<file path="src/hw/rtl/ffpba_pkg.sv">
// ----------------------------------------------------------------------------
// ffpba_pkg
// Shared types and constants for the first-fit page block allocator.
// ----------------------------------------------------------------------------
package ffpba_pkg;

  // table depth and page granularity (page size is a power of two)
  localparam int MAX_ENTRIES = 64;
  localparam int PAGE_BYTES  = 4096;
  localparam int PAGE_SHIFT  = $clog2(PAGE_BYTES);

  // field widths
  localparam int ADDR_W     = 32;
  localparam int PAGES_W    = 21;
  localparam int RES_IDX_W  = 6;
  localparam int LIMIT_W    = 7;
  localparam int CFG_IDX_W  = 2;
  localparam int ACTION_W   = 2;

  // table index and entry count widths follow the depth
  localparam int IDX_W = $clog2(MAX_ENTRIES);
  localparam int CNT_W = $clog2(MAX_ENTRIES + 1);
  localparam int CMP_W = ((CNT_W > LIMIT_W) ? CNT_W : LIMIT_W) + 1;

  // actions
  localparam logic [ACTION_W-1:0] ACT_FIND = 2'd0;
  localparam logic [ACTION_W-1:0] ACT_ADD  = 2'd1;
  localparam logic [ACTION_W-1:0] ACT_LOOK = 2'd2;

  // configuration register indexes
  localparam logic [CFG_IDX_W-1:0] REG_HEAP_START  = 2'd0;
  localparam logic [CFG_IDX_W-1:0] REG_HEAP_END    = 2'd1;
  localparam logic [CFG_IDX_W-1:0] REG_BLOCK_LIMIT = 2'd2;

  // one table entry as stored in the memory
  typedef struct packed {
    logic [ADDR_W-1:0]  start_addr;
    logic [ADDR_W-1:0]  end_addr;
    logic [ADDR_W-1:0]  size;
    logic [PAGES_W-1:0] pages;
  } entry_t;

  localparam int ENTRY_W = $bits(entry_t);

  // memory access from the sequencer
  typedef struct packed {
    logic             rd_en;
    logic [IDX_W-1:0] rd_addr;
    logic             wr_en;
    logic [IDX_W-1:0] wr_addr;
    entry_t           wr_data;
  } ram_req_t;

  // one result item
  typedef struct packed {
    logic                 ok;
    logic [ADDR_W-1:0]    address;
    logic [ADDR_W-1:0]    end_addr;
    logic [ADDR_W-1:0]    size;
    logic [PAGES_W-1:0]   pages;
    logic [RES_IDX_W-1:0] index;
  } result_t;

endpackage

</file>
<file path="src/hw/rtl/ffpba_ctrl.sv">
// ----------------------------------------------------------------------------
// ffpba_ctrl
// Request sequencer: scans the block table in memory one entry per cycle for
// find and lookup, appends entries for add, and builds the result.
// ----------------------------------------------------------------------------
module ffpba_ctrl (
  input  logic                               clk,
  input  logic                               rst,
  // request side
  input  logic                               in_valid,
  output logic                               in_stall,
  input  logic [ffpba_pkg::ACTION_W-1:0]     action,
  input  logic [ffpba_pkg::ADDR_W-1:0]       request_size,
  input  logic [ffpba_pkg::ADDR_W-1:0]       request_address,
  // configuration
  input  logic [ffpba_pkg::ADDR_W-1:0]       heap_start,
  input  logic [ffpba_pkg::ADDR_W-1:0]       heap_end,
  input  logic [ffpba_pkg::LIMIT_W-1:0]      block_limit,
  // table memory
  output ffpba_pkg::ram_req_t                ram_req,
  input  ffpba_pkg::entry_t                  ram_rd_data,
  // result hand-off
  output logic                               res_valid,
  output ffpba_pkg::result_t                 res,
  input  logic                               out_free
);

  import ffpba_pkg::*;

  typedef enum logic [4:0] {
    S_IDLE = 5'b00001,
    S_SCAN = 5'b00010,
    S_TAIL = 5'b00100,
    S_ADD  = 5'b01000,
    S_DONE = 5'b10000
  } state_t;

  state_t              state;
  logic [CNT_W-1:0]    entry_count;
  logic [CNT_W-1:0]    ptr;
  logic                rd_pend;
  logic [IDX_W-1:0]    rd_idx;
  logic [ADDR_W-1:0]   prev_end;
  logic [ACTION_W-1:0] req_action;
  logic [ADDR_W-1:0]   req_size;
  logic [ADDR_W-1:0]   req_addr;

  logic                accept;
  logic                issue;
  logic                last;
  logic                gap_hit;
  logic                tail_hit;
  logic                add_ok;
  logic [CMP_W-1:0]    count_ext;
  logic [ADDR_W:0]     pages_full;
  logic [ADDR_W-1:0]   span;
  entry_t              new_entry;
  result_t             fail_res;

  assign in_stall  = (state != S_IDLE);
  assign accept    = in_valid && !in_stall;
  assign res_valid = (state == S_DONE);

  // read issue while scanning, stop at the entry count
  assign issue = (state == S_SCAN) && (ptr < entry_count);
  assign last  = ((CNT_W'(rd_idx) + CNT_W'(1)) == entry_count);

  // gap before the entry just read (never for entry 0), and the tail after the last entry
  assign gap_hit  = (rd_idx != '0) && ((ram_rd_data.start_addr - prev_end) >= req_size);
  assign tail_hit = ((heap_end - prev_end) >= req_size);

  // table capacity check for add
  assign count_ext = CMP_W'(entry_count);
  assign add_ok    = ((count_ext + CMP_W'(1)) < CMP_W'(block_limit))
                     && (entry_count < CNT_W'(MAX_ENTRIES));

  // page count and end address of a new block
  assign pages_full = (ADDR_W + 1)'(req_size >> PAGE_SHIFT) + (ADDR_W + 1)'(1);
  assign span       = ADDR_W'(pages_full << PAGE_SHIFT);

  always_comb begin
    new_entry.start_addr = req_addr;
    new_entry.end_addr   = req_addr + span;
    new_entry.size       = req_size;
    new_entry.pages      = pages_full[PAGES_W-1:0];
  end

  assign fail_res = '0;

  // memory requests
  always_comb begin
    ram_req.rd_en   = issue;
    ram_req.rd_addr = ptr[IDX_W-1:0];
    ram_req.wr_en   = (state == S_ADD) && add_ok;
    ram_req.wr_addr = entry_count[IDX_W-1:0];
    ram_req.wr_data = new_entry;
  end

  // sequencer control state
  always_ff @(posedge clk) begin
    if (rst) begin
      state       <= S_IDLE;
      entry_count <= '0;
      rd_pend     <= 1'b0;
    end else begin
      case (state)
        S_IDLE: begin
          rd_pend <= 1'b0;
          if (accept) begin
            case (action)
              ACT_FIND: state <= (entry_count == '0) ? S_TAIL : S_SCAN;
              ACT_ADD:  state <= S_ADD;
              ACT_LOOK: state <= (entry_count == '0) ? S_DONE : S_SCAN;
              default:  state <= S_DONE;
            endcase
          end
        end
        S_SCAN: begin
          rd_pend <= issue;
          if (rd_pend) begin
            if (req_action == ACT_FIND) begin
              if (gap_hit) begin
                state <= S_DONE;
              end else if (last) begin
                state <= S_TAIL;
              end
            end else if ((ram_rd_data.start_addr == req_addr) || last) begin
              state <= S_DONE;
            end
          end
        end
        S_TAIL: begin
          state <= S_DONE;
        end
        S_ADD: begin
          if (add_ok) begin
            entry_count <= entry_count + CNT_W'(1);
          end
          state <= S_DONE;
        end
        S_DONE: begin
          if (out_free) begin
            state <= S_IDLE;
          end
        end
        default: state <= S_IDLE;
      endcase
    end
  end

  // request fields, scan pointer and result
  always_ff @(posedge clk) begin
    case (state)
      S_IDLE: begin
        ptr      <= '0;
        prev_end <= heap_start;
        res      <= fail_res;
        if (accept) begin
          req_action <= action;
          req_size   <= request_size;
          req_addr   <= request_address;
        end
      end
      S_SCAN: begin
        if (issue) begin
          ptr <= ptr + CNT_W'(1);
        end
        rd_idx <= ptr[IDX_W-1:0];
        if (rd_pend) begin
          if (req_action == ACT_FIND) begin
            if (gap_hit) begin
              res.ok      <= 1'b1;
              res.address <= prev_end;
            end else begin
              prev_end <= ram_rd_data.end_addr;
            end
          end else if (ram_rd_data.start_addr == req_addr) begin
            res.ok       <= 1'b1;
            res.address  <= ram_rd_data.start_addr;
            res.end_addr <= ram_rd_data.end_addr;
            res.size     <= ram_rd_data.size;
            res.pages    <= ram_rd_data.pages;
            res.index    <= RES_IDX_W'(rd_idx);
          end
        end
      end
      S_TAIL: begin
        if (tail_hit) begin
          res.ok      <= 1'b1;
          res.address <= prev_end;
        end
      end
      S_ADD: begin
        if (add_ok) begin
          res.ok       <= 1'b1;
          res.address  <= new_entry.start_addr;
          res.end_addr <= new_entry.end_addr;
          res.size     <= new_entry.size;
          res.pages    <= new_entry.pages;
          res.index    <= RES_IDX_W'(entry_count[IDX_W-1:0]);
        end
      end
      default: begin
      end
    endcase
  end

endmodule
</file>
<file path="config.mk">
export PLATFORM = sky130hd
export DESIGN_NAME = ffpba_ctrl
export DESIGN_NICKNAME = d
export VERILOG_FILES = /design/src/hw/rtl/ffpba_pkg.sv /design/src/hw/rtl/ffpba_ctrl.sv
export SDC_FILE = /design/constraint.sdc
export NUM_CORES = 1
export LEC_CHECK = 0
export ABC_AREA = 1
export BUFFER_PORTS_ARGS = -buffer_cell sky130_fd_sc_hd__buf_2
export CORE_MARGIN = 5
export CORE_UTILIZATION = 30
export DETAILED_ROUTE_END_ITERATION = 7
export PLACE_DENSITY = 0.48
export SLEW_MARGIN = 20
export SYNTH_ARGS = -nofsm -noshare
export SYNTH_HDL_FRONTEND = slang
export SYNTH_SLANG_ARGS = --single-unit
</file>
<file path="constraint.sdc">
create_clock -name clk -period 9.5 [get_ports clk]
set_clock_uncertainty 0.1 [all_clocks]
set_input_delay 1.9 -clock clk [delete_from_list [all_inputs] [get_ports clk]]
set_output_delay 1.9 -clock clk [all_outputs]
set_load 0.05 [all_outputs]
</file>
# --- Yosys cells after proc, flatten, opt, wreduce, memory -nomap -nowiden ---
# Cells that the tools add are included.
# W data, S select, Z words.
word_totals:
  inputBits: 258
  elab_cells: 101
  register_bits: 248
  output_inout_bits: 257
op_classes:
  addsub: 8
  reduce_logical: 22
  mux: 27
  n_eq_ne: 24
  order_cmp: 5
ops:
  columns: ["op", "n"]
  rows:
  - ["$mux W124", 3]
  - ["$pmux W91 S3", 1]
  - ["$pmux W33 S4", 1]
  - ["$mux W33", 3]
  - ["$mux W32", 3]
  - ["$mux W91", 1]
  - ["$ge A32 B32 Y1", 2]
  - ["$pmux W32 S2", 1]
  - ["$sub A32 B32 Y32", 2]
  - ["$mux W5", 8]
  - ["$add A32 B32 Y32", 1]
  - ["$eq A32 B32 Y1", 1]
  - ["$add A20 B1 Y21 const B", 1]
  - ["$pmux W5 S4", 1]
  - ["$pmux W5 S3", 1]
  - ["$add A7 B1 Y7 const B", 2]
  - ["$ne A2 B2 Y1 const B", 7]
  - ["$pmux W7 S2", 1]
  - ["$reduce_and A5 Y1", 2]
  - ["$add A7 B1 Y8 const B", 1]
  - ["$lt A8 B7 Y1", 1]
  - ["$add A6 B1 Y7 const B", 1]
  - ["$eq A7 B7 Y1", 1]
  - ["$logic_not A7 Y1", 1]
  - ["other kinds (29)", 39]

# --- Depth between registers and ports, before layout ---
depth:
  word_depth: 7
  mapped_depth: 29
  depth_no_buf: 29

# --- Worst setup path after synthesis ---
# OpenSTA, ideal clock, no wires.
synth_timing:
  path_type: "input to register"
  start: "in ram_rd_data[85] in the netlist's numbering"
  end: "reg res[100] in the netlist's numbering (enable)"
  slack_ns: 2.035
  arrival_time_ns: 6.901
  required_time_ns: 8.936
  setup_time_ns: 0.464
  path_stages: 26
  path_cell_list: "inv_1 -> ha_1 -> inv_1 -> fa_1 -> nand3_1 -> nand2_1 -> a21oi_1 -> o21ai_2 -> a21oi_2 -> inv_1 -> nand2_1 -> nand2_1 -> nand2_1 -> nand2_1 -> xor2_1 -> ha_1 -> nand2_1 -> nor2_1 -> nand4_1 -> nor3b_1 -> nand2_1 -> nand2_1 -> nand2_1 -> nand2_1 -> nor2_1 -> nor3_1"
synth_via:
  elab_chain_cells: 5
synth_rtl:
  columns: ["element", "line", "source"]
  rows:
  - ["from (decl)", "ffpba_ctrl.sv:21", "input ffpba_pkg::entry_t ram_rd_data,"]
  - ["$sub A32 B32 Y32", "ffpba_ctrl.sv:69", "assign gap_hit = (rd_idx != '0) && ((ram_rd_data.start_addr - prev_end) >= req_size);"]
  - ["$ge A32 B32 Y1", "ffpba_ctrl.sv:69", null]
  - ["$logic_and A1 B1 Y1", "ffpba_ctrl.sv:69", null]
  - ["$ne A3 B3 Y1 (no line)", null, null]
  - ["$reduce_and A6 Y1 (no line) (*)", null, null]
  - ["to (signal assigned)", "ffpba_ctrl.sv:157", "res <= fail_res;"]
  - ["to (decl)", "ffpba_ctrl.sv:24", "output ffpba_pkg::result_t res,"]
# Every way passes the cells marked *; elsewhere a longest branch is shown, timed or not.
# A chain may end at the register's enable or synchronous reset.

==> flow_summary.rst <==
.. list-table::
   :header-rows: 1

   * - Metric
     - Value
   * - Run status
     - finished, final reports clean
   * - Arrival time reported for the critical path endpoint
     - 4.48 ns
   * - Estimated wirelength of the detail-placed design
     - a little under 60 mm
   * - TritonCTS clock tree
     - yes
   * - Post-cts sizing count
     - 0
   * - Setup slack of the critical path after layout
     - 3.02 ns
   * - Number of DRC violations after detailed-routing iteration 0
     - 1037
   * - Number of DRC violations after detailed routing
     - 0
   * - # nets final
     - 2900
   * - Final count of hold timing violations
     - 0
   * - Least-Margin Pin Slew
     - 1.02 ns
   * - GR Util met1
     - 0.280
   * - Root Buffer Master
     - sky130_fd_sc_hd__clkbuf_16
   * - Average wire length per cell after detail routing
     - 22.1 um
   * - Internal cell power
     - 3.96 mW
   * - Number of standard cells after synthesis
     - between 1500 and 2000
   * - RSZ-0062 raised after global routing
     - no
   * - Ordered cell list for the critical path
     - ha_1 > nand2_1 > inv_2 > nand2_2 > nor2_2 > nand3_2 > nor2_4 > nand2_2 > o21ai_0 > inv_1 > ha_1 > nand3_1 > nor3_1 > nand4_1 > nand3_1 > xor2_1 > buf_2
   * - Fraction of layout cells with a size suffix above 1
     - 0.255
   * - Vias per cell
     - ~5
   * - CP startpoint kind
     - flop
   * - Most used flip-flop cell after synthesis
     - sky130_fd_sc_hd__edfxtp_1
   * - Worst skew pair latency
     - about 0.6 ns
   * - Number of warnings printed during yosys synthesis
     - 0
   * - Netlist Area Pre-Place
     - between 0.015 and 0.02 mm^2
   * - Number of enable-type register cells in the synthesized netlist
     - roughly 240
   * - Power density of the placed cells
     - 421 mW/mm^2
   * - Number of cells in the finished layout apart from fillers
     - 3263
   * - Crit path kind
     - reg2out
   * - Vertical die dimension
     - around 250 um
   * - Initial standard-cell utilization of the core
     - 0.304
   * - Number of clock sinks
     - 248
   * - Critical path launch point
     - req_size[12]
   * - Psw
     - 5.10 mW
   * - VDD IR max
     - 0.195 mV
   * - Time the final worst path needs with I/O delays and setup
     - roughly 6.5 ns
   * - Sum of negative setup slack
     - 0 ns
   * - Largest stage delay, worst path
     - between 0.4 and 0.5 ns
   * - Most used routing layer in global routing
     - met2
   * - Count of nets left with antenna violations after detail routing
     - 0
   * - Capturing element type of the critical path
     - primary output
   * - Wire length of the first global-routing pass
     - 104 mm
   * - Antenna violations before repair
     - 17
   * - Proportion of power drawn by combinational gates
     - 0.648
   * - Finished Core Util
     - 0.379
   * - GRT met2 Usage
     - 0.371
   * - Total congestion overflow
     - 0
   * - Source of the worst hold timing path
     - rd_pend
   * - Number of CTS-inserted buffers
     - 31
   * - Total of hold buffers inserted after clock tree synthesis
     - 0
   * - Count of buffers inserted at the top-level ports
     - 514
   * - Share of power burned in registers
     - 0.229
   * - Area of the core region
     - 0.0567 mm^2
   * - Share of total power in the clock network
     - 0.123
   * - Final GP Congestion
     - around 0.94
   * - Post-synthesis sequential area ratio
     - 0.424
   * - Worst setup timing slack at the placement stage
     - 2.57 ns
   * - Max-capacitance violation count
     - 0
   * - Via count
     - 15925
   * - Register bit total from synthesis
     - between 200 and 250
   * - Clock slew seen by the registers of the worst setup and hold paths
     - 0.06 ns
   * - Top Ports
     - 515
   * - Share of synthesized flip-flops with an asynchronous set or reset
     - 0
   * - Max-slew violation total from the final report
     - 0
   * - Grt met3 use
     - 0.0511
   * - Post-CTS Setup Repair Bufs
     - 0
   * - Post-synthesis to final-layout area growth
     - 24.7%
   * - Net Count, Synth
     - 2399
   * - Number of global-route vias before repair
     - 16036
   * - Count of placed standard cells including taps
     - 3199
   * - CP max stage cell
     - sky130_fd_sc_hd__edfxtp_1
   * - Max Freq
     - around 150 MHz
   * - Maximum net fanout on the critical path
     - 5
   * - Detailed-route wire length
     - 72.0 mm
   * - Clock tree buffer depth
     - 3
   * - Reg2reg start
     - prev_end[2]
   * - Die W
     - 250 um
   * - Number of core rows
     - 87
   * - Rel. slew slack
     - 0.319
   * - Total Routing Usage GR
     - 0.218
   * - Min-Delay Path Class
     - reg2reg
   * - Endpoint required time on the critical path
     - 7.50 ns
   * - Mean area per synthesized cell
     - a little under 9 um^2
   * - Crit path max-delay family
     - simple AND/OR/NAND/NOR gates
   * - Drt first pass iters
     - 5
   * - Number of inserted filler cells in the final layout
     - 6012
   * - Maximum number of pins on one net before global-route repair
     - 69
   * - Post-route clock period utilization
     - 0.683
   * - Total setup violations reported at the end of the flow
     - 0
   * - Die area
     - 0.0624 mm^2
   * - Setup slack, reg-to-reg
     - 4.04 ns
   * - Share of total power consumed by net switching
     - 0.562
   * - Pleak
     - 10.2 nW
   * - Maximum level of the CTS H-tree
     - 1
   * - Library cells used by synthesis
     - 58
   * - Worst path buffer plus inverter count
     - 3
==> synthesized netlist by cell type, drive strengths merged (12+ instances only) <==
master / n / area (um^2)
nand2: 488 / 1850
edfxtp: 235 / 7060
inv: 229 / 862
ha: 163 / 2040
a21oi: 145 / 744
nor2: 129 / 528
o21ai: 126 / 634
xor2: 82 / 733
nand3: 59 / 305
nor3: 38 / 239
xnor2: 36 / 315
buf: 33 / 236
nand4: 27 / 184
o211ai: 27 / 213
clkbuf: 25 / 93.8
o221ai: 15 / 131
or2: 15 / 93.8
dfxtp: 13 / 260
nor4: 13 / 96.3
a21o: 12 / 90.1
==> power by group through the flow <==
| stage | sequential, mW | combinational (mW) | clock, mW |
|---|---|---|---|
| after global routing | 2.12 | 6.36 | 1.19 |
| final | 2.08 | 5.87 | 1.12 |
| after floorplan | 3.25 | 3.06 | 0 |
| after global placement | 2.09 | 5.85 | 0 |
| after detailed placement | 2.10 | 5.88 | 0 |
| after CTS | 2.08 | 5.90 | 1.15 |
==> sequential cells by signal, indices dropped and copies added, names as in the netlist <==
signal / cells
res: 124
prev_end: 32
req_addr: 32
req_size: 32
entry_count: 7
ptr: 7
rd_idx: 6
state: 5
req_action: 2
rd_pend: 1
==> path summary, 6_finish.rpt <==
check | endpoint | depth (start not counted)
setup reg to reg | res[104] | 22
hold reg to reg | rd_pend | 2
hold / removal | rd_pend | 2
setup / recovery | ram_req[82] | 17
==> stage by stage <==
| step | power (mW) | area (um^2) | hold WS, ns |
|---|---|---|---|
| 2_1_floorplan | 6.31 | 17200 | 0.338 |
| 4_1_cts | 9.13 | 21500 | 0.380 |
| 6_report | 9.06 | 21500 | 0.385 |
| 5_1_grt | 9.68 | 21500 | 0.406 |
| 3_5_place_dp | 7.98 | 20600 | 0.371 |
| 3_3_place_gp | 7.94 | 20600 | 0.365 |
==> routing by layer <==
layer / wire length, um / vias up
met5: 84 / -
met4: 1770 / 12
met3: 4700 / 98
met2: 34500 / 497
met1: 31000 / 7527
li1: - / 7791
==> worst reg2reg max path, delay by kind of cell, from the launching register on <==
family | cells | cell delay, ns
flip-flops | 1 | 0.36
AND/OR/NAND/NOR | 13 | 2.30
AO/OA/AOI/OAI | 5 | 1.23
buffers and inverters | 2 | 0.48
adder cells (fa/ha/maj) | 2 | 0.59
==> logic make-up after synthesis <==
group | Yosys count | share of synthesized area
compound gates | 378 | 0.130
xor+xnor | 118 | 0.0608
fa+ha+maj | 166 | 0.122
buf+inv | 288 | 0.0694
flops | 248 | 0.424
simple gates | 777 | 0.194
==> final cells by class <==
type	count	area [um^2]	share of cell area
Antenna cell	8	20.0	0.000931
Timing Repair Buffer	526	2660	0.124
Multi-Input combinational cell	1439	8780	0.408
Clock buffer	36	795	0.0369
Tap cell	756	946	0.0440
Clock inverter	20	125	0.00582
Sequential cell	248	7320	0.340
Inverter	230	866	0.0403
==> cell usage in the layout (no fill, tap or decap), types with 9 or more instances in the layout <==
| master | instances |
|---|---|
| sky130_fd_sc_hd__nor3_1 | 30 |
| sky130_fd_sc_hd__clkinv_2 | 9 |
| sky130_fd_sc_hd__edfxtp_1 | 235 |
| sky130_fd_sc_hd__inv_2 | 10 |
| sky130_fd_sc_hd__a21o_1 | 12 |
| sky130_fd_sc_hd__nand4_1 | 26 |
| sky130_fd_sc_hd__o211ai_1 | 25 |
| sky130_fd_sc_hd__nor2_1 | 119 |
| sky130_fd_sc_hd__nand3_1 | 57 |
| sky130_fd_sc_hd__buf_2 | 514 |
| sky130_fd_sc_hd__nand2_1 | 481 |
| sky130_fd_sc_hd__a21oi_1 | 140 |
| sky130_fd_sc_hd__a22o_1 | 11 |
| sky130_fd_sc_hd__clkbuf_16 | 31 |
| sky130_fd_sc_hd__ha_1 | 163 |
| sky130_fd_sc_hd__o221ai_1 | 15 |
| sky130_fd_sc_hd__or2_2 | 13 |
| sky130_fd_sc_hd__buf_4 | 12 |
| sky130_fd_sc_hd__o21ai_1 | 19 |
| sky130_fd_sc_hd__xor2_1 | 80 |
| sky130_fd_sc_hd__xnor2_1 | 36 |
| sky130_fd_sc_hd__dfxtp_1 | 13 |
| sky130_fd_sc_hd__nor4_1 | 12 |
| sky130_fd_sc_hd__o21ai_0 | 106 |
| sky130_fd_sc_hd__inv_1 | 218 |
No activity file was read; power rests on OpenSTA's default activity.
