==> src/hw/rtl/ffpba_ram.sv <==
// ----------------------------------------------------------------------------
// ffpba_ram
// Generic single-write, single-read synchronous RAM with registered read.
// ----------------------------------------------------------------------------
module ffpba_ram #(
  parameter int WIDTH = 8,
  parameter int DEPTH = 16,
  localparam int AW   = $clog2(DEPTH)
) (
  input  logic             clk,
  input  logic             wr_en,
  input  logic [AW-1:0]    wr_addr,
  input  logic [WIDTH-1:0] wr_data,
  input  logic             rd_en,
  input  logic [AW-1:0]    rd_addr,
  output logic [WIDTH-1:0] rd_data
);

  logic [WIDTH-1:0] mem [DEPTH];

  // write port
  always_ff @(posedge clk) begin
    if (wr_en) begin
      mem[wr_addr] <= wr_data;
    end
  end

  // registered read port
  always_ff @(posedge clk) begin
    if (rd_en) begin
      rd_data <= mem[rd_addr];
    end
  end

endmodule

==> config.mk <==
export PLATFORM = sky130hd
export DESIGN_NAME = ffpba_ram
export DESIGN_NICKNAME = d
export VERILOG_FILES = /design/src/hw/rtl/ffpba_ram.sv
export SDC_FILE = /design/constraint.sdc
export NUM_CORES = 1
export LEC_CHECK = 0
export ABC_AREA = 1
export BUFFER_PORTS_ARGS = -buffer_cell sky130_fd_sc_hd__buf_2
export CORE_MARGIN = 4
export CORE_UTILIZATION = 40
export CTS_BUF_LIST = sky130_fd_sc_hd__clkbuf_2 sky130_fd_sc_hd__clkbuf_4 sky130_fd_sc_hd__clkbuf_8
export CTS_CLUSTER_SIZE = 40
export DETAILED_ROUTE_END_ITERATION = 10
export PLACE_DENSITY = 0.54
export SLEW_MARGIN = 10
export SYNTH_ARGS = -nofsm -noshare
export SYNTH_HDL_FRONTEND = slang
export SYNTH_SLANG_ARGS = --single-unit
==> constraint.sdc <==
create_clock -name clk -period 1.4 [get_ports clk]
set_input_delay 0.28 -clock clk [delete_from_list [all_inputs] [get_ports clk]]
set_output_delay 0.28 -clock clk [all_outputs]
set_load 0.02 [all_outputs]
# After elaboration in Yosys (flattened, before gate mapping)
# Memories as Yosys holds them, arrays and structs flattened. A register that Yosys moved wholly into a read port is not among the register bits.
# Index checks and enable logic that the tools add are counted.
# word_totals
register_bits	0
inputBits	19
mem_bits_rw	128
word_cells	3
memories	1
# memory_table
memory	words	width	rd	rd_clocked_by_memory_dff	wr	line	text
mem	16	8	1	1	1	19	logic [WIDTH-1:0] mem [DEPTH];
# classes
n_mux	2
# ops
operator	n
2-to-1 mux 1 bit	2

# Depth between registers and ports, before layout
# Gate-level depths: netlist of run 1.
# logic_depth
ltp_word	2
mapped_depth	8

# Worst setup path after synthesis of run 1
# No wires, ideal clock.
# synth_timing
path_type	input to register
start	input port wr_addr[2]
end	memory mem[10][0] (enable)
path_stages	2
setup_time_ns	0.370
path_slack_ns	0.169
required_time_ns	1.030
t_arrival_ns	0.861
cell_sequence	nand3b_1 > nor2_1
# synth_lines
element	line	text
start: declaration	12	input logic [AW-1:0] wr_addr,
end: declaration	19	
# Straight into the memory's write port.

# Final worst setup path of run 1
# layout_timing
start	register rd_data[5] (read register of mem)
end	output port rd_data[5]
# layout_lines
element	line	text
start: declaration	16	output logic [WIDTH-1:0] rd_data
# No word-level cell between the ends.

==> flow_summary.json, run 1 <==
{
  "arrival_ns": 1.07,
  "cts_tree": "done",
  "detail_route.wirelength_um": 13300,
  "post_synth.cell_area_avg_um2": 10.6,
  "post_cts.repair.setup_buffers": 0,
  "drtAntennaViolNets": 0,
  "maxSlewViolCount": 0,
  "worstSetupStartpointType": "flip-flop",
  "synth.distinct_cells": 11,
  "postPlaceCellArea_um2": 6280,
  "final_wtd_congestion": 0.821,
  "finalSetupViolCount": 0,
  "detail_route.drc_violations": 0,
  "utilization_pct": 47.5,
  "powerDensity_nw_per_um2": 1280,
  "worstPathCellList": "buf_2",
  "synth_nets": 570,
  "drtIter0Drc": 306,
  "clk-insertion-delay-late_ns": 0.43,
  "antennaDiodeCount": 0,
  "avgRoutedWirePerCell_um": 16.8,
  "final_layout_size_suffix_gt1_share_pct": 13.9,
  "netlist_top_cells_area": "sky130_fd_sc_hd__edfxtp_1 (70%), sky130_fd_sc_hd__nand2_1 (11%), sky130_fd_sc_hd__nand3_1 (8.3%), sky130_fd_sc_hd__inv_1 (6.4%), sky130_fd_sc_hd__buf_6 (1.2%)",
  "vias_per_cell": 4.81,
  "die_w_um": 129,
  "postCtsHoldBufs": 0,
  "layout.cells.most_common_list": "sky130_fd_sc_hd__nand2_1 (173), sky130_fd_sc_hd__edfxtp_1 (136), sky130_fd_sc_hd__inv_1 (100)",
  "buffer_type_at_the_clock_tree_root": "sky130_fd_sc_hd__clkbuf_8",
  "overall_routing_resource_usage_pct": 17.1,
  "worst_setup_path_end_kind": "output pin",
  "crit_type": "flip-flop to output pin",
  "dieArea_um2": 16600,
  "cp_data_required_time_ns": 1.12,
  "synth-warning-count": 0,
  "clkSlewWorstSetupHoldPaths_ns": 0.08,
  "grt_setup_unrepaired": "no",
  "area.growth.synth_to_final_pct": 14.6,
  "num_vias": 3805,
  "slowest_delay_ns": 0.45,
  "crit_slowest_cell": "sky130_fd_sc_hd__edfxtp_1",
  "layout_worst_path_cycle_share_pct": 96.2,
  "fin_crit_ns": 1.35,
  "worst_hold_slack_ns": 0.213,
  "die_y_um": 129,
  "number_of_global_route_vias_before_repair": 3696,
  "ir_worst_vdd_v": 0.000862,
  "run_status": "complete, no violations",
  "synth_seq_cells": 136,
  "post_cts_resized": 0,
  "yosysTopAreaCell": "sky130_fd_sc_hd__edfxtp_1",
  "clock_skew_ns": 0.0107,
  "cts_inserted_buffers": 17,
  "cp_max_fo": 1,
  "maxSlewHeadroom_pct": 58.3,
  "design_area_final_um2": 6700,
  "min_path_type": "input port to flip-flop",
  "tightest_pin_transition_ns": 0.624,
  "cap_viol_max_count": 0,
  "fp.coreArea_um2": 14100,
  "synth_largest_type_area_fraction_pct": 69.8,
  "cp_num_buf_inv": 1,
  "grt_pass1_wl_um": 20500,
  "mostFrequentLayoutCell": "sky130_fd_sc_hd__nand2_1",
  "clk_path_buf_depth": 2,
  "syn_inst": 551,
  "final_hold_viol_count": 0,
  "grt_max_degree": 41,
  "power.total_w": 0.00858,
  "first_pass_iters": 5,
  "floorplan.io_pins": 27,
  "initial_core_utilization_pct": 41.5,
  "total_congestion_overflow": 0,
  "clock_sinks": 136,
  "power.static_leakage_nw": 2.89,
  "critPathTopFamily": "flip-flops",
  "port-buffer-count": 26,
  "achievable-frequency_ghz": 0.742,
  "fp-row-count": 43,
  "cts-htree-levels": 4,
  "synth.yosys.seq_area_share_pct": 69.8,
  "netlist_area_before_placement_um2": 5850,
  "detailedPlacementHpwl_um": 8440,
  "num-nets-final": 617,
  "grt_antenna_before_repair": 0
}
path summary, 6_finish.rpt:
| path | startpoint | end | slack (ns) | cells after the start |
|---|---|---|---|---|
| worst min register to register | mem[3][5] | rd_data[5] | 0.75 | 6 |
| worst min-delay path | rd_en | rd_data[1] | 0.21 | 1 |
| worst max-delay path | rd_data[5] | rd_data[5] | 0.05 | 1 |
| worst max register to register | mem[5][3] | rd_data[3] | 0.21 | 6 |
power by group:
group          switching [W]  internal (W)  total [W]  leakage, nW
registers          0.0000260       0.00458    0.00461         1.24
clock network        0.00146       0.00191    0.00337        0.204
logic               0.000418      0.000179   0.000598         1.45
total                0.00190       0.00667    0.00858         2.89
routing by layer:
metal	global-route usage (%)	vias to the layer above	wire (um)
li1	-	1872	-
met1	23.3	1822	6090
met2	26.7	100	6300
met3	4.48	11	703
met4	5.50	0	178
met5	0	-	0
cell type report:
cell class	count	area, um^2
clock buffers	17	234
clock inverters	15	184
fillers	1292	7400
inverters	102	383
multi-input cells	289	1210
flip-flops and latches	136	4080
well taps	180	225
repair buffers	52	375
state kept, by name, summed over array words and instances, names as in the netlist:
| signal | flops |
|---|---|
| rd_data | 8 |
| mem | 128 |
cell families after synthesis:
family,after synthesis,share of synthesized area [%]
buf+inv,126,9.39
simple gates,289,20.8
flops,136,69.8
synth_stat cells:
| master | n |
|---|---|
| sky130_fd_sc_hd__nand3b_1 | 2 |
| sky130_fd_sc_hd__nor2_1 | 17 |
| sky130_fd_sc_hd__nand3_1 | 97 |
| sky130_fd_sc_hd__buf_2 | 13 |
| sky130_fd_sc_hd__edfxtp_1 | 136 |
| sky130_fd_sc_hd__inv_1 | 100 |
| sky130_fd_sc_hd__buf_6 | 6 |
| sky130_fd_sc_hd__nand2_1 | 173 |
| sky130_fd_sc_hd__inv_2 | 2 |
| sky130_fd_sc_hd__buf_4 | 4 |
| sky130_fd_sc_hd__buf_1 | 1 |
metrics by stage:
step | TNS (ns) | cells | setup slack [ns]
after floorplan | 0 | 551 | 0.169
after global placement | -1.09 | 759 | -0.199
after detailed placement | -1.21 | 759 | -0.208
after CTS | 0 | 791 | 0.0221
after global routing | 0 | 791 | 0.00378
final | 0 | 791 | 0.0525
Power figures use the tool's default switching activity.
==> run 2, diff against run 1 <==
- CELL_PAD_IN_SITES_DETAIL_PLACEMENT: not set -> 0
- CELL_PAD_IN_SITES_GLOBAL_PLACEMENT: not set -> 1
- PLACE_DENSITY: 0.54 -> 0.65
==> flow_summary.json, run 2 (synthesis results as in run 1) <==
{
  "clock_sinks": 136,
  "maxSlewHeadroom_pct": 57.6,
  "area.growth.synth_to_final_pct": 14.6,
  "num_vias": 3834,
  "antennaDiodeCount": 0,
  "fp.coreArea_um2": 14100,
  "p_clk_share_pct": 37.1,
  "min_path_type": "input port to flip-flop",
  "fin_crit_ns": 1.34,
  "cp_num_buf_inv": 1,
  "fp-row-count": 43,
  "grt_antenna_before_repair": 0,
  "slowest_delay_ns": 0.42,
  "avgRoutedWirePerCell_um": 17.4,
  "clock_skew_ns": 0.0118,
  "crit_slowest_cell": "sky130_fd_sc_hd__edfxtp_1",
  "power.total_w": 0.00831,
  "cts_tree": "done",
  "maxSlewViolCount": 0,
  "finalSetupViolCount": 0,
  "buffer_type_at_the_clock_tree_root": "sky130_fd_sc_hd__clkbuf_8",
  "achievable-frequency_ghz": 0.746,
  "drtIter0Drc": 282,
  "mostFrequentLayoutCell": "sky130_fd_sc_hd__nand2_1",
  "run_status": "complete, no violations",
  "dieArea_um2": 16600,
  "worstSetupStartpointType": "flip-flop",
  "critPathTopFamily": "flip-flops",
  "cts_inserted_buffers": 17,
  "comb_power_share_pct": 7.5,
  "final_hold_viol_count": 0,
  "worst_setup_path_end_kind": "output pin",
  "initial_core_utilization_pct": 41.5,
  "ir_worst_vdd_v": 0.000899,
  "cp_data_required_time_ns": 1.12,
  "largest_register": "mem",
  "postCtsHoldBufs": 0,
  "utilization_pct": 47.5,
  "vias_per_cell": 4.82,
  "clkSlewWorstSetupHoldPaths_ns": 0.08,
  "port-buffer-count": 26,
  "post_cts.repair.setup_buffers": 0,
  "power.static_leakage_nw": 2.90,
  "number_of_global_route_vias_before_repair": 3873,
  "final_layout_size_suffix_gt1_share_pct": 14.3,
  "layout.cells.most_common_list": "sky130_fd_sc_hd__nand2_1 (173), sky130_fd_sc_hd__edfxtp_1 (136), sky130_fd_sc_hd__inv_1 (100)",
  "power.switching_fraction_pct": 22.7,
  "total_congestion_overflow": 0,
  "detail_route.wirelength_um": 13800,
  "detailedPlacementHpwl_um": 8810,
  "cap_viol_max_count": 0,
  "crit_type": "flip-flop to output pin",
  "cp_max_fo": 1,
  "die_y_um": 129,
  "overall_routing_resource_usage_pct": 18.4,
  "pwr-share-seq_pct": 55.4,
  "clk-insertion-delay-late_ns": 0.45,
  "drtAntennaViolNets": 0,
  "die_w_um": 129,
  "final_wtd_congestion": 0.817,
  "first_pass_iters": 4,
  "p_switching_w": 0.00189,
  "cts-htree-levels": 4,
  "floorplan.io_pins": 27,
  "arrival_ns": 1.06,
  "detail_route.drc_violations": 0,
  "worstPathCellList": "buf_2",
  "grt_setup_unrepaired": "no",
  "tightest_pin_transition_ns": 0.635,
  "fillCellCount": 1325,
  "layout_worst_path_cycle_share_pct": 95.7,
  "clk_path_buf_depth": 2,
  "grt_pass1_wl_um": 22100,
  "largest_register_ff_count": 128,
  "largest_registers": "mem (128), rd_data (8)",
  "internal_power_w": 0.00643,
  "post_cts_resized": 0,
  "grt_max_degree": 33,
  "powerDensity_nw_per_um2": 1240,
  "num-nets-final": 621
}
[run 2: changes by cell type in the layout (fill, tap and decap cells not counted), sizes merged]
cell,previous run,this run
clkbuf,17,22
clkinvlp,4,1
bufinv,4,2
buf,52,56
[run 2: routing by layer]
layer / GRT usage, % / part of all wire (%)
met2: 27.9 / 47
met5: 0 / 0
met1: 25.3 / 46
met4: 8.21 / 2.1
met3: 4.28 / 4.6
[run 2: power by group through the flow]
stage | clock (W) | sequential (W) | combinational (W)
after global placement | 0 | 0.00470 | 0.000628
after CTS | 0.00315 | 0.00461 | 0.000632
final | 0.00309 | 0.00461 | 0.000621
after global routing | 0.00334 | 0.00461 | 0.000699
after detailed placement | 0 | 0.00470 | 0.000630
after floorplan | 0 | 0.00472 | 0.000322
[run 2: final cells by class]
class	instances	area [um^2]	area share (%)
sequential	136	4080	61.0
multi-input combinational	289	1210	18.1
timing repair buffer	56	418	6.24
inverter	102	383	5.72
clock buffer	22	272	4.05
tap	180	225	3.36
clock inverter	10	104	1.55
[run 2: final timing paths]
kind                                 start    endpoint  slack [ns]  cells past startpoint
worst max register to register   mem[8][4]  rd_data[4]        0.21                      6
worst min-delay path                 rd_en  rd_data[2]        0.20                      1
worst max-delay path            rd_data[1]  rd_data[1]        0.06                      1
worst min register to register   mem[6][2]  rd_data[2]        0.73                      6
[run 2: metrics by stage]
step | setup TNS, ns | cells | hold slack [ns] | area, um^2 | setup slack [ns]
3_5_place_dp | -1.19 | 763 | 0.671 | 6320 | -0.209
4_1_cts | 0 | 795 | 0.182 | 6700 | 0.0368
2_1_floorplan | 0 | 551 | 0.379 | 5850 | 0.169
5_1_grt | 0 | 795 | 0.180 | 6700 | 0.0155
3_3_place_gp | -1.20 | 763 | 0.666 | 6320 | -0.197
6_report | 0 | 795 | 0.205 | 6700 | 0.0603
==> run 3, diff against run 2 <==
--- a/config.mk
+++ b/config.mk
@@ -6,5 +6,4 @@
 export NUM_CORES = 1
 export LEC_CHECK = 0
-export ABC_AREA = 1
 export BUFFER_PORTS_ARGS = -buffer_cell sky130_fd_sc_hd__buf_2
 export CELL_PAD_IN_SITES_DETAIL_PLACEMENT = 0
@@ -15,5 +14,5 @@
 export CTS_CLUSTER_SIZE = 40
 export DETAILED_ROUTE_END_ITERATION = 10
-export PLACE_DENSITY = 0.65
+export PLACE_DENSITY = 0.6
 export SLEW_MARGIN = 10
 export SYNTH_ARGS = -nofsm -noshare
==> constraint.sdc (replaced) <==
create_clock -name clk -period 1.4 [get_ports clk]
set_input_delay 0.28 -clock clk [delete_from_list [all_inputs] [get_ports clk]]
set_output_delay 0.28 -clock clk [all_outputs]
set_load 0.01 [all_outputs]
==> flow_summary.json, run 3 <==
{
  "buffer_type_at_the_clock_tree_root": "sky130_fd_sc_hd__clkbuf_8",
  "synth_seq_cells": 136,
  "synth_largest_type_area_fraction_pct": 78.1,
  "finalSetupViolCount": 0,
  "fp-row-count": 41,
  "detailedPlacementHpwl_um": 6680,
  "netlist_area_before_placement_um2": 5230,
  "p_clk_share_pct": 37.0,
  "final_wtd_congestion": 0.706,
  "achievable-frequency_ghz": 0.719,
  "first_pass_iters": 4,
  "number_of_global_route_vias_before_repair": 2553,
  "power.switching_fraction_pct": 21.4,
  "avgRoutedWirePerCell_um": 21.4,
  "num-nets-final": 313,
  "cts_tree": "done",
  "grt_pass1_wl_um": 15600,
  "maxSlewHeadroom_pct": 33.8,
  "slowest_delay_ns": 0.48,
  "arrival_ns": 1.57,
  "port-buffer-count": 26,
  "netlist_top_cells_area": "sky130_fd_sc_hd__edfxtp_1 (78%), sky130_fd_sc_hd__mux4_2 (7.8%), sky130_fd_sc_hd__mux4_1 (7.0%), sky130_fd_sc_hd__a22oi_1 (2.3%), sky130_fd_sc_hd__nor2_1 (0.93%)",
  "worstPathCellList": "mux4_2 -> a22oi_2 -> nand2_1",
  "die_w_um": 122,
  "synth_mux_area_share_pct": 14.8,
  "antennaDiodeCount": 0,
  "initial_core_utilization_pct": 41.1,
  "crit_type": "flip-flop to flip-flop",
  "cts-htree-levels": 4,
  "cts_inserted_buffers": 17,
  "clk-insertion-delay-late_ns": 0.42,
  "layout_worst_path_cycle_share_pct": 99.3,
  "overall_routing_resource_usage_pct": 14.9,
  "detail_route.wirelength_um": 10300,
  "die_y_um": 122,
  "postSynth.asyncResetShare_pct": 0,
  "drtAntennaViolNets": 0,
  "power.static_leakage_nw": 2.06,
  "layout.cells.most_common_list": "sky130_fd_sc_hd__edfxtp_1 (136), sky130_fd_sc_hd__mux4_2 (29), sky130_fd_sc_hd__buf_2 (26)",
  "total_congestion_overflow": 0,
  "cp_max_fo": 1,
  "pre_cts_ws_ns": -0.459,
  "grt_antenna_before_repair": 0,
  "synth.most_common_cell": "sky130_fd_sc_hd__edfxtp_1",
  "synth-compound-area-share_pct": 2.30,
  "internal_power_w": 0.00636,
  "synth.distinct_cells": 18,
  "powerDensity_nw_per_um2": 1300,
  "tightest_pin_transition_ns": 0.991,
  "grt_max_degree": 20,
  "worst_setup_path_end_kind": "flip-flop",
  "worstSetupStartpointType": "flip-flop",
  "fin_crit_ns": 1.39,
  "vias_per_cell": 5.04,
  "cap_viol_max_count": 0,
  "fp.coreArea_um2": 12700,
  "cp_num_buf_inv": 0,
  "finalWorstSetupSlack_ns": 0.00911,
  "run_status": "complete, no violations",
  "synth-edff-count": 136,
  "synth-warning-count": 0,
  "largest_register_ff_count": 128,
  "largest_register": "mem",
  "synth.yosys.seq_area_share_pct": 78.1,
  "design_area_final_um2": 6240,
  "clock_sinks": 136,
  "synth-simple-area-share_pct": 3.14,
  "dieArea_um2": 15000,
  "num_vias": 2413,
  "drtIter0Drc": 179,
  "final_hold_viol_count": 0,
  "comb_power_share_pct": 6.1,
  "ir_worst_vdd_v": 0.000457,
  "main_combinational_cell_family_by_area_after_synthesis": "multiplexers",
  "synth_nets": 248,
  "clkSlewWorstSetupHoldPaths_ns": 0.08,
  "syn_inst": 229,
  "pwr-share-seq_pct": 56.9,
  "crit_slowest_cell": "sky130_fd_sc_hd__mux4_2",
  "area.growth.synth_to_final_pct": 19.3,
  "floorplan.io_pins": 27,
  "maxSlewViolCount": 0,
  "ys_top_cells_by_count": "sky130_fd_sc_hd__edfxtp_1 (136), sky130_fd_sc_hd__mux4_2 (18), sky130_fd_sc_hd__a22oi_1 (16)",
  "yosysTopAreaCell": "sky130_fd_sc_hd__edfxtp_1",
  "regToRegSetupSlack_ns": 0.009,
  "clock_skew_ns": 0.0102,
  "xor_and_xnor_fraction_of_the_mapped_netlist_area_pct": 0,
  "cp_data_required_time_ns": 1.58,
  "post_synth.cell_area_avg_um2": 22.8,
  "fillCellCount": 1078,
  "postPlaceCellArea_um2": 5830,
  "largest_registers": "mem (128), rd_data (8)",
  "synth_flop_cell": "sky130_fd_sc_hd__edfxtp_1",
  "clk_path_buf_depth": 2,
  "utilization_pct": 49.0,
  "synth_adder_area_share_pct": 0,
  "mostFrequentLayoutCell": "sky130_fd_sc_hd__edfxtp_1",
  "final_layout_size_suffix_gt1_share_pct": 42.7,
  "critPathTopFamily": "multiplexers",
  "detail_route.drc_violations": 0,
  "p_switching_w": 0.00174,
  "min_path_type": "input port to flip-flop",
  "grt_setup_unrepaired": "yes"
}
-- run 3: changes by cell type in the layout (fill, tap and decap cells not counted), moves of 8 or more --
cell                      before  now
sky130_fd_sc_hd__a22oi_1       0    8
sky130_fd_sc_hd__a22oi_2       0    8
sky130_fd_sc_hd__inv_1       100    0
sky130_fd_sc_hd__mux4_2        0   29
sky130_fd_sc_hd__nand2_1     173    9
sky130_fd_sc_hd__nand3_1      97    1
-- run 3: timing repair --
item                                    CTS  global route
buffers inserted                          0             0
hold buffers                              0             0
gates resized for setup                   9             0
pin swaps                                 3             1
endpoints found under the setup margin    7             7
-- run 3: worst paths after layout --
kind / from / end / cells past startpoint
max: mem[11][4] / rd_data[4] / 3
min: wr_data[7] / mem[8][7] / 1
max reg2reg: mem[11][4] / rd_data[4] / 3
min reg2reg: mem[4][0] / rd_data[0] / 3
-- run 3: logic make-up (layout without fill, tap and decap cells) --
| logic type | after synthesis | after routing |
|---|---|---|
| AOI/OAI and AO/OA | 16 | 16 |
| buffers and inverters | 10 | 88 |
| DFF | 136 | 136 |
| muxes | 32 | 32 |
| and+or+nand+nor | 35 | 35 |
-- run 3: layer usage --
metal	global-route usage (%)	up-vias	part of all wire, %	wire length (um)
met5	0	-	0	0
met4	5.04	0	0.82	84
met3	4.01	8	5.1	522
met2	22.9	55	50	5110
met1	20.8	1253	44	4540
li1	-	1097	-	-
-- run 3: stage by stage --
stage	total power, W	setup TNS (ns)	hold slack [ns]	instances
after global placement	0.00518	-4.63	0.673	447
final	0.00810	0	0.242	479
after detailed placement	0.00519	-5.54	0.679	447
after floorplan	0.00495	-0.677	0.379	229
after CTS	0.00819	-0.0245	0.215	479
after global routing	0.00841	-0.176	0.210	479
-- run 3: area by class of cell --
| cell class | count | area (um^2) | share of cell area [%] |
|---|---|---|---|
| well taps | 172 | 215 | 3.45 |
| multi-input cells | 83 | 1090 | 17.4 |
| clock buffers | 17 | 234 | 3.75 |
| clock inverters | 15 | 136 | 2.19 |
| flip-flops and latches | 136 | 4080 | 65.5 |
| repair buffers | 56 | 480 | 7.70 |
-- run 3: power groups by stage --
| stage | Sequential (W) | Combinational [W] | Clock [W] |
|---|---|---|---|
| 2_1_floorplan | 0.00470 | 0.000254 | 0 |
| 3_3_place_gp | 0.00470 | 0.000487 | 0 |
| 3_5_place_dp | 0.00470 | 0.000492 | 0 |
| 4_1_cts | 0.00461 | 0.000508 | 0.00307 |
| 5_1_grt | 0.00461 | 0.000537 | 0.00327 |
| 6_report | 0.00461 | 0.000495 | 0.00300 |
